### src/hdl/tcw_pkg.sv
// tcw_pkg: shared types and constants of the text console writer.
// Screen geometry, character codes, command codes and the item structs.
// No dependencies; imported by every module under hdl/.
package tcw_pkg;

  // Screen geometry
  localparam int COLUMNS = 80;
  localparam int ROWS    = 25;
  localparam int CELLS   = COLUMNS * ROWS;
  localparam int TAB_CELLS = 4;

  // Column counter also holds col+4 before wrap; row counter holds ROWS
  localparam int COL_W  = $clog2(COLUMNS + TAB_CELLS);
  localparam int ROW_W  = $clog2(ROWS + 1);
  // Linear address reaches CELLS+3 during tab writes
  localparam int ADDR_W = $clog2(CELLS + TAB_CELLS);
  localparam int MEM_AW = $clog2(CELLS);
  localparam int CELL_W = 16;

  // Field widths fixed by the interface
  localparam int CUR_COL_W = 7;
  localparam int CUR_ROW_W = 5;
  localparam int CFG_IDX_W = 1;
  localparam int CFG_DW    = 8;
  localparam int IN_CMP_W  = 9;

  // Character codes
  localparam logic [7:0] CH_NL    = 8'd10;
  localparam logic [7:0] CH_CR    = 8'd13;
  localparam logic [7:0] CH_BS    = 8'd8;
  localparam logic [7:0] CH_TAB   = 8'd9;
  localparam logic [7:0] BLANK_CH = 8'h20;
  localparam logic [7:0] MARK_CH  = 8'h45;

  // Configuration registers
  localparam logic [CFG_IDX_W-1:0] REG_DEFAULT_ATTR = 1'b0;
  localparam logic [CFG_IDX_W-1:0] REG_ERROR_ATTR   = 1'b1;
  localparam logic [7:0] DEFAULT_ATTR_RST = 8'd15;
  localparam logic [7:0] ERROR_ATTR_RST   = 8'd244;

  typedef enum logic [1:0] {
    CMD_PUT    = 2'd0,
    CMD_PUT_AT = 2'd1,
    CMD_CLEAR  = 2'd2,
    CMD_READ   = 2'd3
  } tcw_cmd_t;

  typedef struct packed {
    tcw_cmd_t   cmd;
    logic [7:0] ch;
    logic [7:0] attr;
    logic [7:0] col;
    logic [7:0] row;
  } tcw_in_t;

  typedef struct packed {
    logic [CUR_COL_W-1:0] cursor_col;
    logic [CUR_ROW_W-1:0] cursor_row;
    logic [7:0]           read_char;
    logic [7:0]           read_attr;
    logic                 range_error;
  } tcw_out_t;

  // Cell store access: one write and one read port per cycle
  typedef struct packed {
    logic              we;
    logic [MEM_AW-1:0] waddr;
    logic [CELL_W-1:0] wdata;
    logic              re;
    logic [MEM_AW-1:0] raddr;
  } tcw_mem_req_t;

endpackage

### src/hdl/tcw_engine.sv
// tcw_engine: command sequencer of the text console writer.
// Holds the cursor, decodes each item and walks the cell store for puts,
// reads, scroll, clear and the post-reset blanking pass. Depends on tcw_pkg.
module tcw_engine
  import tcw_pkg::*;
(
  input  logic              clk,
  input  logic              rst_n,
  input  logic              in_valid,
  output logic              in_ready,
  input  tcw_in_t           in_item,
  input  logic [7:0]        default_attr,
  input  logic [7:0]        error_attr,
  output logic              res_valid,
  input  logic              res_take,
  output tcw_out_t          res_item,
  output tcw_mem_req_t      mem_req,
  input  logic [CELL_W-1:0] mem_rdata
);

  typedef enum logic [3:0] {
    ST_INIT, ST_IDLE, ST_CALC, ST_PUT, ST_TAB, ST_CHECK, ST_SCROLL,
    ST_FILL, ST_CLEAR, ST_MARK, ST_RREQ, ST_RDAT, ST_DONE
  } state_t;

  state_t            state_r;
  tcw_cmd_t          cmd_r;
  logic [7:0]        ch_r;
  logic [7:0]        ea_r;
  logic [ADDR_W-1:0] addr_r;
  logic [1:0]        cnt_r;
  logic [COL_W-1:0]  pos_col_r;
  logic [ROW_W-1:0]  pos_row_r;
  logic [COL_W-1:0]  cur_col_r;
  logic [ROW_W-1:0]  cur_row_r;
  logic [7:0]        rd_char_r;
  logic [7:0]        rd_attr_r;
  logic              err_r;

  logic              in_range;
  logic [ADDR_W-1:0] lin_addr;
  logic [COL_W-1:0]  col_tab;

  // bounds check of the item's column and row
  assign in_range = (IN_CMP_W'(in_item.col) < IN_CMP_W'(COLUMNS)) &&
                    (IN_CMP_W'(in_item.row) < IN_CMP_W'(ROWS));

  // linear cell index of the working position
  assign lin_addr = ADDR_W'(pos_row_r) * ADDR_W'(COLUMNS) + ADDR_W'(pos_col_r);
  assign col_tab  = pos_col_r + COL_W'(TAB_CELLS);

  // cell store requests, decoded from the state
  always_comb begin
    mem_req       = '0;
    mem_req.waddr = MEM_AW'(addr_r);
    mem_req.raddr = MEM_AW'(addr_r);
    mem_req.wdata = {ea_r, BLANK_CH};
    case (state_r)
      ST_INIT, ST_CLEAR, ST_FILL: begin
        mem_req.we = 1'b1;
      end
      ST_PUT: begin
        mem_req.we    = 1'b1;
        mem_req.wdata = {ea_r, ch_r};
      end
      ST_TAB: begin
        // cells past the end of the screen are dropped
        mem_req.we = (addr_r < ADDR_W'(CELLS));
      end
      ST_MARK: begin
        mem_req.we    = 1'b1;
        mem_req.waddr = MEM_AW'(CELLS - 1);
        mem_req.wdata = {error_attr, MARK_CH};
      end
      ST_RREQ: begin
        mem_req.re = 1'b1;
      end
      ST_SCROLL: begin
        // read row r+1 ahead, write the registered read data back one row up
        mem_req.re    = (addr_r < ADDR_W'(CELLS));
        mem_req.we    = (addr_r != ADDR_W'(COLUMNS));
        mem_req.waddr = MEM_AW'(addr_r - ADDR_W'(COLUMNS + 1));
        mem_req.wdata = mem_rdata;
      end
      default: begin
        mem_req.we = 1'b0;
      end
    endcase
  end

  // sequencer
  always_ff @(posedge clk) begin
    if (!rst_n) begin
      state_r   <= ST_INIT;
      addr_r    <= '0;
      ea_r      <= '0;
      cur_col_r <= '0;
      cur_row_r <= '0;
    end else begin
      case (state_r)
        // blank every cell with attribute zero after reset
        ST_INIT: begin
          addr_r <= addr_r + 1'b1;
          if (addr_r == ADDR_W'(CELLS - 1)) begin
            state_r <= ST_IDLE;
          end
        end
        ST_IDLE: begin
          if (in_valid) begin
            cmd_r     <= in_item.cmd;
            ch_r      <= in_item.ch;
            rd_char_r <= '0;
            rd_attr_r <= '0;
            err_r     <= 1'b0;
            addr_r    <= '0;
            cnt_r     <= '0;
            if (in_item.cmd == CMD_CLEAR || in_item.attr != '0) begin
              ea_r <= in_item.attr;
            end else begin
              ea_r <= default_attr;
            end
            if (in_item.cmd == CMD_PUT) begin
              pos_col_r <= cur_col_r;
              pos_row_r <= cur_row_r;
            end else begin
              pos_col_r <= COL_W'(in_item.col);
              pos_row_r <= ROW_W'(in_item.row);
            end
            case (in_item.cmd)
              CMD_CLEAR: begin
                state_r <= ST_CLEAR;
              end
              CMD_READ: begin
                if (in_range) begin
                  state_r <= ST_CALC;
                end else begin
                  err_r   <= 1'b1;
                  state_r <= ST_DONE;
                end
              end
              CMD_PUT_AT: begin
                if (in_range) begin
                  state_r <= ST_CALC;
                end else begin
                  err_r   <= 1'b1;
                  state_r <= ST_MARK;
                end
              end
              default: begin
                state_r <= ST_CALC;
              end
            endcase
          end
        end
        // linear address, then decode the character or start the read
        ST_CALC: begin
          addr_r <= lin_addr;
          if (cmd_r == CMD_READ) begin
            state_r <= ST_RREQ;
          end else begin
            case (ch_r)
              CH_NL: begin
                pos_col_r <= '0;
                pos_row_r <= pos_row_r + 1'b1;
                state_r   <= ST_CHECK;
              end
              CH_CR: begin
                state_r <= ST_CHECK;
              end
              CH_BS: begin
                if (pos_col_r != '0) begin
                  pos_col_r <= pos_col_r - 1'b1;
                end else if (pos_row_r != '0) begin
                  pos_col_r <= COL_W'(COLUMNS - 1);
                  pos_row_r <= pos_row_r - 1'b1;
                end
                state_r <= ST_CHECK;
              end
              CH_TAB: begin
                state_r <= ST_TAB;
              end
              default: begin
                state_r <= ST_PUT;
              end
            endcase
          end
        end
        ST_PUT: begin
          if (pos_col_r == COL_W'(COLUMNS - 1)) begin
            pos_col_r <= '0;
            pos_row_r <= pos_row_r + 1'b1;
          end else begin
            pos_col_r <= pos_col_r + 1'b1;
          end
          state_r <= ST_CHECK;
        end
        // four blanks, one per cycle
        ST_TAB: begin
          addr_r <= addr_r + 1'b1;
          cnt_r  <= cnt_r + 1'b1;
          if (cnt_r == 2'(TAB_CELLS - 1)) begin
            if (col_tab >= COL_W'(COLUMNS)) begin
              pos_col_r <= col_tab - COL_W'(COLUMNS);
              pos_row_r <= pos_row_r + 1'b1;
            end else begin
              pos_col_r <= col_tab;
            end
            state_r <= ST_CHECK;
          end
        end
        // past the last row: scroll up one row; else commit the cursor
        ST_CHECK: begin
          if (pos_row_r == ROW_W'(ROWS)) begin
            pos_row_r <= ROW_W'(ROWS - 1);
            addr_r    <= ADDR_W'(COLUMNS);
            state_r   <= ST_SCROLL;
          end else begin
            cur_col_r <= pos_col_r;
            cur_row_r <= pos_row_r;
            state_r   <= ST_DONE;
          end
        end
        ST_SCROLL: begin
          addr_r <= addr_r + 1'b1;
          if (addr_r == ADDR_W'(CELLS)) begin
            addr_r  <= ADDR_W'(CELLS - COLUMNS);
            state_r <= ST_FILL;
          end
        end
        // blank the new bottom row
        ST_FILL: begin
          addr_r <= addr_r + 1'b1;
          if (addr_r == ADDR_W'(CELLS - 1)) begin
            cur_col_r <= pos_col_r;
            cur_row_r <= pos_row_r;
            state_r   <= ST_DONE;
          end
        end
        ST_CLEAR: begin
          addr_r <= addr_r + 1'b1;
          if (addr_r == ADDR_W'(CELLS - 1)) begin
            cur_col_r <= '0;
            cur_row_r <= '0;
            state_r   <= ST_DONE;
          end
        end
        ST_MARK: begin
          state_r <= ST_DONE;
        end
        ST_RREQ: begin
          state_r <= ST_RDAT;
        end
        ST_RDAT: begin
          rd_char_r <= mem_rdata[7:0];
          rd_attr_r <= mem_rdata[15:8];
          state_r   <= ST_DONE;
        end
        ST_DONE: begin
          if (res_take) begin
            state_r <= ST_IDLE;
          end
        end
        default: begin
          state_r <= ST_IDLE;
        end
      endcase
    end
  end

  assign in_ready  = (state_r == ST_IDLE);
  assign res_valid = (state_r == ST_DONE);

  always_comb begin
    res_item.cursor_col  = CUR_COL_W'(cur_col_r);
    res_item.cursor_row  = CUR_ROW_W'(cur_row_r);
    res_item.read_char   = rd_char_r;
    res_item.read_attr   = rd_attr_r;
    res_item.range_error = err_r;
  end

endmodule

### config.mk
export PLATFORM = sky130hd
export DESIGN_NAME = tcw_engine
export DESIGN_NICKNAME = d
export VERILOG_FILES = /design/src/hdl/tcw_pkg.sv /design/src/hdl/tcw_engine.sv
export SDC_FILE = /design/constraint.sdc
export NUM_CORES = 1
export LEC_CHECK = 0
export BUFFER_PORTS_ARGS = -buffer_cell sky130_fd_sc_hd__buf_2
export CORE_MARGIN = 5
export CORE_UTILIZATION = 44
export DETAILED_ROUTE_END_ITERATION = 10
export HOLD_SLACK_MARGIN = 0.15
export PLACE_DENSITY_LB_ADDON = 0.08
export SLEW_MARGIN = 20
export SYNTH_ARGS = -nofsm -noshare
export SYNTH_HDL_FRONTEND = slang
export SYNTH_SLANG_ARGS = --single-unit
### constraint.sdc
create_clock -name clk -period 2.7 [get_ports clk]
set_clock_uncertainty 0.15 [all_clocks]
set_input_delay 0.54 -clock clk [delete_from_list [all_inputs] [get_ports clk]]
set_output_delay 0.54 -clock clk [all_outputs]
set_load 0.005 [all_outputs]
==> run summary, run 1 <==
Status -> completed
Pint -> 0.00195 W
Port bufs -> 140
1st-iter DRT viols -> 371
Max FO, Critical Path -> 4
Comb pwr share -> 7.3%
Flops & latches, synth -> 76
VDD IR max -> 0.246 mV
Critical Path Slowest Stage Cell -> or3b_4
Core area -> 12,600 um^2
Post-DP HPWL -> 13,900 um
Die Footprint -> 15,200 um^2
Power share of the clock group -> 45.6%
Clk sink count -> 76
Cells on worst reg2reg path -> 10
Register area share after synthesis -> 34.3%
Layout cells sized above 1 -> 32.0%
Routability cong. -> 0.930
Critical path cell sequence -> inv_2 > ha_4 > or3b_4 > a21o_4 > a211oi_4 > nor3_1 > a21oi_1 > buf_2
Number of cell rows -> 41
Synth cell types -> 85
Vias in the first global route -> 5,535
Top_reg_cell synth -> edfxtp_1
Critical Path AT -> 2.00 ns
P_sw -> 0.000640 W
Fin crit period -> 2.69 ns
Crit path kind -> reg -> out
Layout Nets -> 914
Worst EP required -> 2.01 ns
Initial antenna violation count -> 0
Final slew viol count -> 0
Endpoint class of the critical path -> primary output
FF-to-FF Start -> pos_row_r[1]
LEAKAGE -> 3.10 nW
Switching share of power -> 24.7%
Vias -> 5,707
Drt wl/cell -> 18.4 um
Slew HR -> 42.1%
RSZ-0062 raised after global routing -> yes
Synth Net Count -> 744
Commonest cells after routing, fill and taps aside -> buf_2, nand2_1, buf_4, a21oi_1, nor2_1
Initial Utilization -> 44.8%
Global Route Usage Sum -> 23.7%
Hold buffers post-CTS -> 0
DRC -> 0
Asr flop ratio synth -> 0%
Ports -> 141
Post-synth EDFFs -> 41
Die X -> 123 um
Die Span Y -> 123 um
Worst Hold Launch -> in_item[26]
CTS Root Cell -> clkbuf_16
Mapped Area -> 5630 um^2
Commonest non-fill, non-tap cell in the layout -> buf_2
N_diodes -> 0
Setup_tns -> 0 ns
Post-route ant nets -> 0
Avg Cell Area, Syn -> 8.68 um^2
Hold Fails Final Rpt -> 0
Type of element launching the critical path -> flop
Core Util, Final -> 57.0%
Max_cap viols -> 0
Hold endpoint -> ch_r[2]
First-pass GRT wire length -> 28,100 um
Layout area overhead -> 27.1%
Worst skew pair latency -> 0.35 ns
Largest net degree at the start of global routing -> 20
Number of iterations in the first detailed-routing pass -> 5
Hold Crit Depth -> 1
Synth warnings -> 0
Share of total power in sequential cells -> 47.1%
Final period util -> 99.7%
Pre-CTS setup slack -> 0.179 ns
Max incr delay on CP -> 0.38 ns
Hold Path Class -> in -> reg
Measured slew at the worst slew-check pin -> 0.861 ns
Via/cell ratio -> 5.73
RR Endpoint -> addr_r[10]
Cell Pwr Density -> 361 nW/um^2
GRT Residual Overflow -> 0
Final setup viols -> 0
Routed wire length -> 18,300 um
Cts bufs inserted -> 9
CTS tree -> built
Max Freq -> 371 MHz
Pwr Total -> 0.00259 W
Mapped Cells -> 649
Deepest clock path buffer count -> 2
H-tree depth -> 3
Final Worst Setup Slack -> 0.00805 ns
R2R Setup Slk -> 0.20 ns
Clock-pin slew on the worst setup and hold paths -> 0.07 ns
-- logic make-up after synthesis --
kind of cell               Yosys count  share of synthesized area [%]
buffers and inverters               74                           6.82
DFF                                 76                           34.3
adders and majority gates           25                           5.82
AOI/OAI and AO/OA                  177                           21.3
xor gates and xnor gates            22                           3.42
and+or+nand+nor                    248                           23.5
muxes                               27                           4.84
-- per-stage QoR --
stage	area, um^2	cells	hold slack [ns]
6_report	7160	996	0.209
5_1_grt	7160	996	0.195
4_1_cts	7070	995	0.199
3_5_place_dp	6760	977	0.321
3_3_place_gp	6760	977	0.309
2_1_floorplan	5630	649	0.314
-- flip-flops by register name, indices dropped and copies added, names as in the netlist --
register,count
rd_char_r,8
cur_row_r,5
pos_row_r,5
addr_r,11
cur_col_r,7
ch_r,8
cmd_r,2
ea_r,8
pos_col_r,7
cnt_r,2
rd_attr_r,8
err_r,1
state_r,4
-- critical path: cells and delay by family, from the launching register on --
| kind | cells | cell delay [ns] |
|---|---|---|
| fa+ha+maj | 1 | 0.13 |
| simple gates | 2 | 0.45 |
| buf+inv | 2 | 0.18 |
| compound gates | 3 | 0.55 |
| flops | 1 | 0.34 |
-- power by group through the flow --
| stage | Combinational (W) | Sequential [W] | Clock, W |
|---|---|---|---|
| floorplan | 0.0000760 | 0.00125 | 0 |
| global placement | 0.000169 | 0.00124 | 0 |
| detailed placement | 0.000172 | 0.00124 | 0 |
| CTS | 0.000180 | 0.00122 | 0.00119 |
| global route | 0.000204 | 0.00122 | 0.00124 |
| finish | 0.000188 | 0.00122 | 0.00118 |
-- synthesized netlist by cell type (all sizes together) (5+ instances only) --
| master | n | share of area, % |
|---|---|---|
| a21oi | 45 | 4.1 |
| a221oi | 5 | 0.78 |
| a22oi | 12 | 1.6 |
| a31oi | 13 | 1.4 |
| a41oi | 5 | 0.91 |
| and2 | 18 | 2.0 |
| and3 | 9 | 1.0 |
| buf | 16 | 2.0 |
| clkbuf | 32 | 2.8 |
| dfxtp | 35 | 12 |
| edfxtp | 41 | 22 |
| ha | 23 | 5.1 |
| inv | 25 | 1.7 |
| mux2i | 25 | 4.4 |
| nand2 | 79 | 5.3 |
| nand2b | 8 | 0.89 |
| nand3 | 22 | 2.0 |
| nand4 | 7 | 1.0 |
| nor2 | 43 | 2.9 |
| nor2b | 8 | 0.89 |
| nor3 | 15 | 1.3 |
| nor4 | 6 | 0.67 |
| nor4b | 5 | 1.3 |
| o211ai | 5 | 0.67 |
| o21ai | 33 | 2.9 |
| o22ai | 6 | 0.67 |
| or3 | 5 | 0.64 |
| xnor2 | 16 | 2.5 |
| xor2 | 6 | 0.93 |
-- what timing repair did --
item                       CTS  global route
setup endpoints to repair   14            13
gates resized for setup      7            19
pin swaps                    3             4
setup buffers                2             1
-- how the worst max path moves through the flow --
stage | from | end | slack, ns | depth (start not counted)
final | addr_r[1] | mem_req[36] | 0.008 | 8
after floorplan | state_r[1] | rd_attr_r[0] | 0.06 | 7
after global placement | addr_r[0] | mem_req[36] | 0.18 | 8
after detailed placement | addr_r[0] | mem_req[36] | 0.18 | 8
after global routing | addr_r[1] | mem_req[36] | -0.1 | 8
after CTS | addr_r[1] | mem_req[36] | -0.02 | 8
-- area by class of cell --
cell class	count	area, um^2
clock inverter	7	57.6
clock buffer	9	225
sequential	76	1940
tap	172	215
fill	1191	5410
inverter	26	111
timing repair buffer	207	1200
multi-input combinational	499	3410
-- routing by layer --
layer / wire length, um / track usage (%) / vias to the layer above
li1: - / - / 2735
met1: 8020 / 30.9 / 2752
met2: 8790 / 38.6 / 189
met3: 1030 / 4.89 / 31
met4: 456 / 9.00 / 0
met5: 0 / 0 / -
Note: power is estimated with default switching activity, not from simulation.
==> run 2, diff against run 1 <==
- CTS_CLUSTER_DIAMETER: unset -> 50
- RECOVER_POWER: unset -> 100
==> run summary, run 2 (synthesis results as in run 1) <==
Status -> completed (unchanged)
P_sw -> 0.000638 W (was 0.000640 W)
Clock-pin slew on the worst setup and hold paths -> 0.07 ns (about the same)
Initial antenna violation count -> 0 (unchanged)
Measured slew at the worst slew-check pin -> 0.855 ns (was 0.861 ns)
Share of total power in sequential cells -> 47.2% (was 47.1%)
1st-iter DRT viols -> 429 (was 371)
Number of cell rows -> 41 (unchanged)
Commonest cells after routing, fill and taps aside -> buf_2, nand2_1, buf_4, a21oi_1, nor2_1 (unchanged)
Max reg flops -> 11 (unchanged)
N_diodes -> 0 (unchanged)
Post-route ant nets -> 0 (unchanged)
Fin crit period -> 2.69 ns (about the same)
VDD IR max -> 0.246 mV (about the same)
Max FO, Critical Path -> 4 (unchanged)
Final slew viol count -> 0 (unchanged)
Die X -> 123 um (unchanged)
Switching share of power -> 24.7% (about the same)
Deepest clock path buffer count -> 2 (unchanged)
Die Footprint -> 15,200 um^2 (unchanged)
Non-Filler Instances -> 996 (unchanged)
Number of iterations in the first detailed-routing pass -> 5 (unchanged)
Vias -> 5,657 (was 5,707)
Clk sink count -> 76 (unchanged)
First-pass GRT wire length -> 28,100 um (unchanged)
Hold Crit Depth -> 1 (unchanged)
Layout area overhead -> 26.6% (was 27.1%)
CTS Root Cell -> clkbuf_16 (unchanged)
Comb pwr share -> 7.2% (was 7.3%)
Pint -> 0.00195 W (about the same)
Final setup viols -> 0 (unchanged)
LEAKAGE -> 3.06 nW (was 3.10 nW)
Commonest non-fill, non-tap cell in the layout -> buf_2 (unchanged)
Ports -> 141 (unchanged)
Routed wire length -> 18,200 um (was 18,300 um)
Drt wl/cell -> 18.3 um (was 18.4 um)
Via/cell ratio -> 5.68 (was 5.73)
Type of element launching the critical path -> flop (unchanged)
Core area -> 12,600 um^2 (unchanged)
Hold buffers post-CTS -> 0 (unchanged)
GRT Residual Overflow -> 0 (unchanged)
Worst skew pair latency -> 0.35 ns (about the same)
Critical Path AT -> 2.00 ns (about the same)
Max_cap viols -> 0 (unchanged)
Hold Fails Final Rpt -> 0 (unchanged)
Global Route Usage Sum -> 23.7% (unchanged)
DP Cell Count -> 977 (unchanged)
Post-DP HPWL -> 13,900 um (unchanged)
Layout Nets -> 914 (unchanged)
Port bufs -> 140 (unchanged)
Max Freq -> 371 MHz (about the same)
Initial Utilization -> 44.8% (unchanged)
Vias in the first global route -> 5,535 (unchanged)
Cts bufs inserted -> 9 (unchanged)
Endpoint class of the critical path -> primary output (unchanged)
CTS tree -> built (unchanged)
Largest net degree at the start of global routing -> 20 (unchanged)
Die Span Y -> 123 um (unchanged)
Minimum hold slack -> 0.208 ns (was 0.209 ns)
Most flops, register -> addr_r (unchanged)
Hold Path Class -> in -> reg (unchanged)
Cell Pwr Density -> 362 nW/um^2 (was 361 nW/um^2)
DRC -> 0 (unchanged)
Power share of the clock group -> 45.6% (about the same)
Cells on worst reg2reg path -> 10 (unchanged)
RSZ-0062 raised after global routing -> yes (unchanged)
Final period util -> 99.7% (about the same)
Crit path kind -> reg -> out (unchanged)
H-tree depth -> 3 (unchanged)
Fillers -> 1,195 (was 1,191)
Worst EP required -> 2.01 ns (about the same)
Slew HR -> 42.5% (was 42.1%)
Routability cong. -> 0.930 (unchanged)
Layout cells sized above 1 -> 29.4% (was 32.0%)
## run 2: worst paths after layout
| path | startpoint | end | slack [ns] |
|---|---|---|---|
| min reg2reg | cur_col_r[6] | cur_col_r[6] | 0.33 |
| max | addr_r[1] | mem_req[36] | 0.007 |
| min | in_item[26] | ch_r[2] | 0.21 |
| max reg2reg | pos_row_r[1] | addr_r[10] | 0.20 |
## run 2: what timing repair did
item	in CTS	in global routing
resized for setup	7	19
setup endpoints to repair	14	13
pin swaps	3	4
buffers inserted	2	1
## run 2: layout make-up
type | instances | area (um^2) | share of cell area (%)
sequential | 76 | 1940 | 27.2
clock buffer | 9 | 225 | 3.16
inverter | 26 | 111 | 1.56
tap | 172 | 215 | 3.02
multi-input combinational | 499 | 3410 | 47.8
timing repair buffer | 207 | 1180 | 16.5
clock inverter | 7 | 57.6 | 0.807
## run 2: through the flow
stage               cell area, um^2  setup TNS [ns]  utilization [%]  power (W)  setup slack [ns]
finish                         7140               0             56.8    0.00258           0.00717
global placement               6760               0             53.8    0.00141             0.183
CTS                            7070         -0.0200             56.3    0.00259           -0.0200
global route                   7140          -0.762             56.8    0.00267           -0.0972
detailed placement             6760               0             53.8    0.00142             0.179
floorplan                      5630               0                -    0.00132            0.0601
## run 2: routing by layer
metal	GRT usage, %	up-vias	share of wire (%)
met2	38.6	195	48
met5	0	-	0
li1	-	2740	-
met4	9.00	0	2.6
met3	4.89	31	6.5
met1	30.9	2691	43
## run 2: worst max-delay path, stage by stage, from the launching register on
cell and delay [ns]:
dfxtp_2 0.34, inv_2 0.06, ha_4 0.13, or3b_4 0.38, a21o_4 0.23, a211oi_4 0.22
nor3_1 0.07, a21oi_1 0.10, buf_2 0.12
## run 2: power groups by stage
stage,Clock [W],Combinational [W],Sequential (W)
2_1_floorplan,0,0.0000760,0.00125
3_3_place_gp,0,0.000169,0.00124
3_5_place_dp,0,0.000172,0.00124
4_1_cts,0.00119,0.000180,0.00122
5_1_grt,0.00124,0.000204,0.00122
6_report,0.00118,0.000187,0.00122
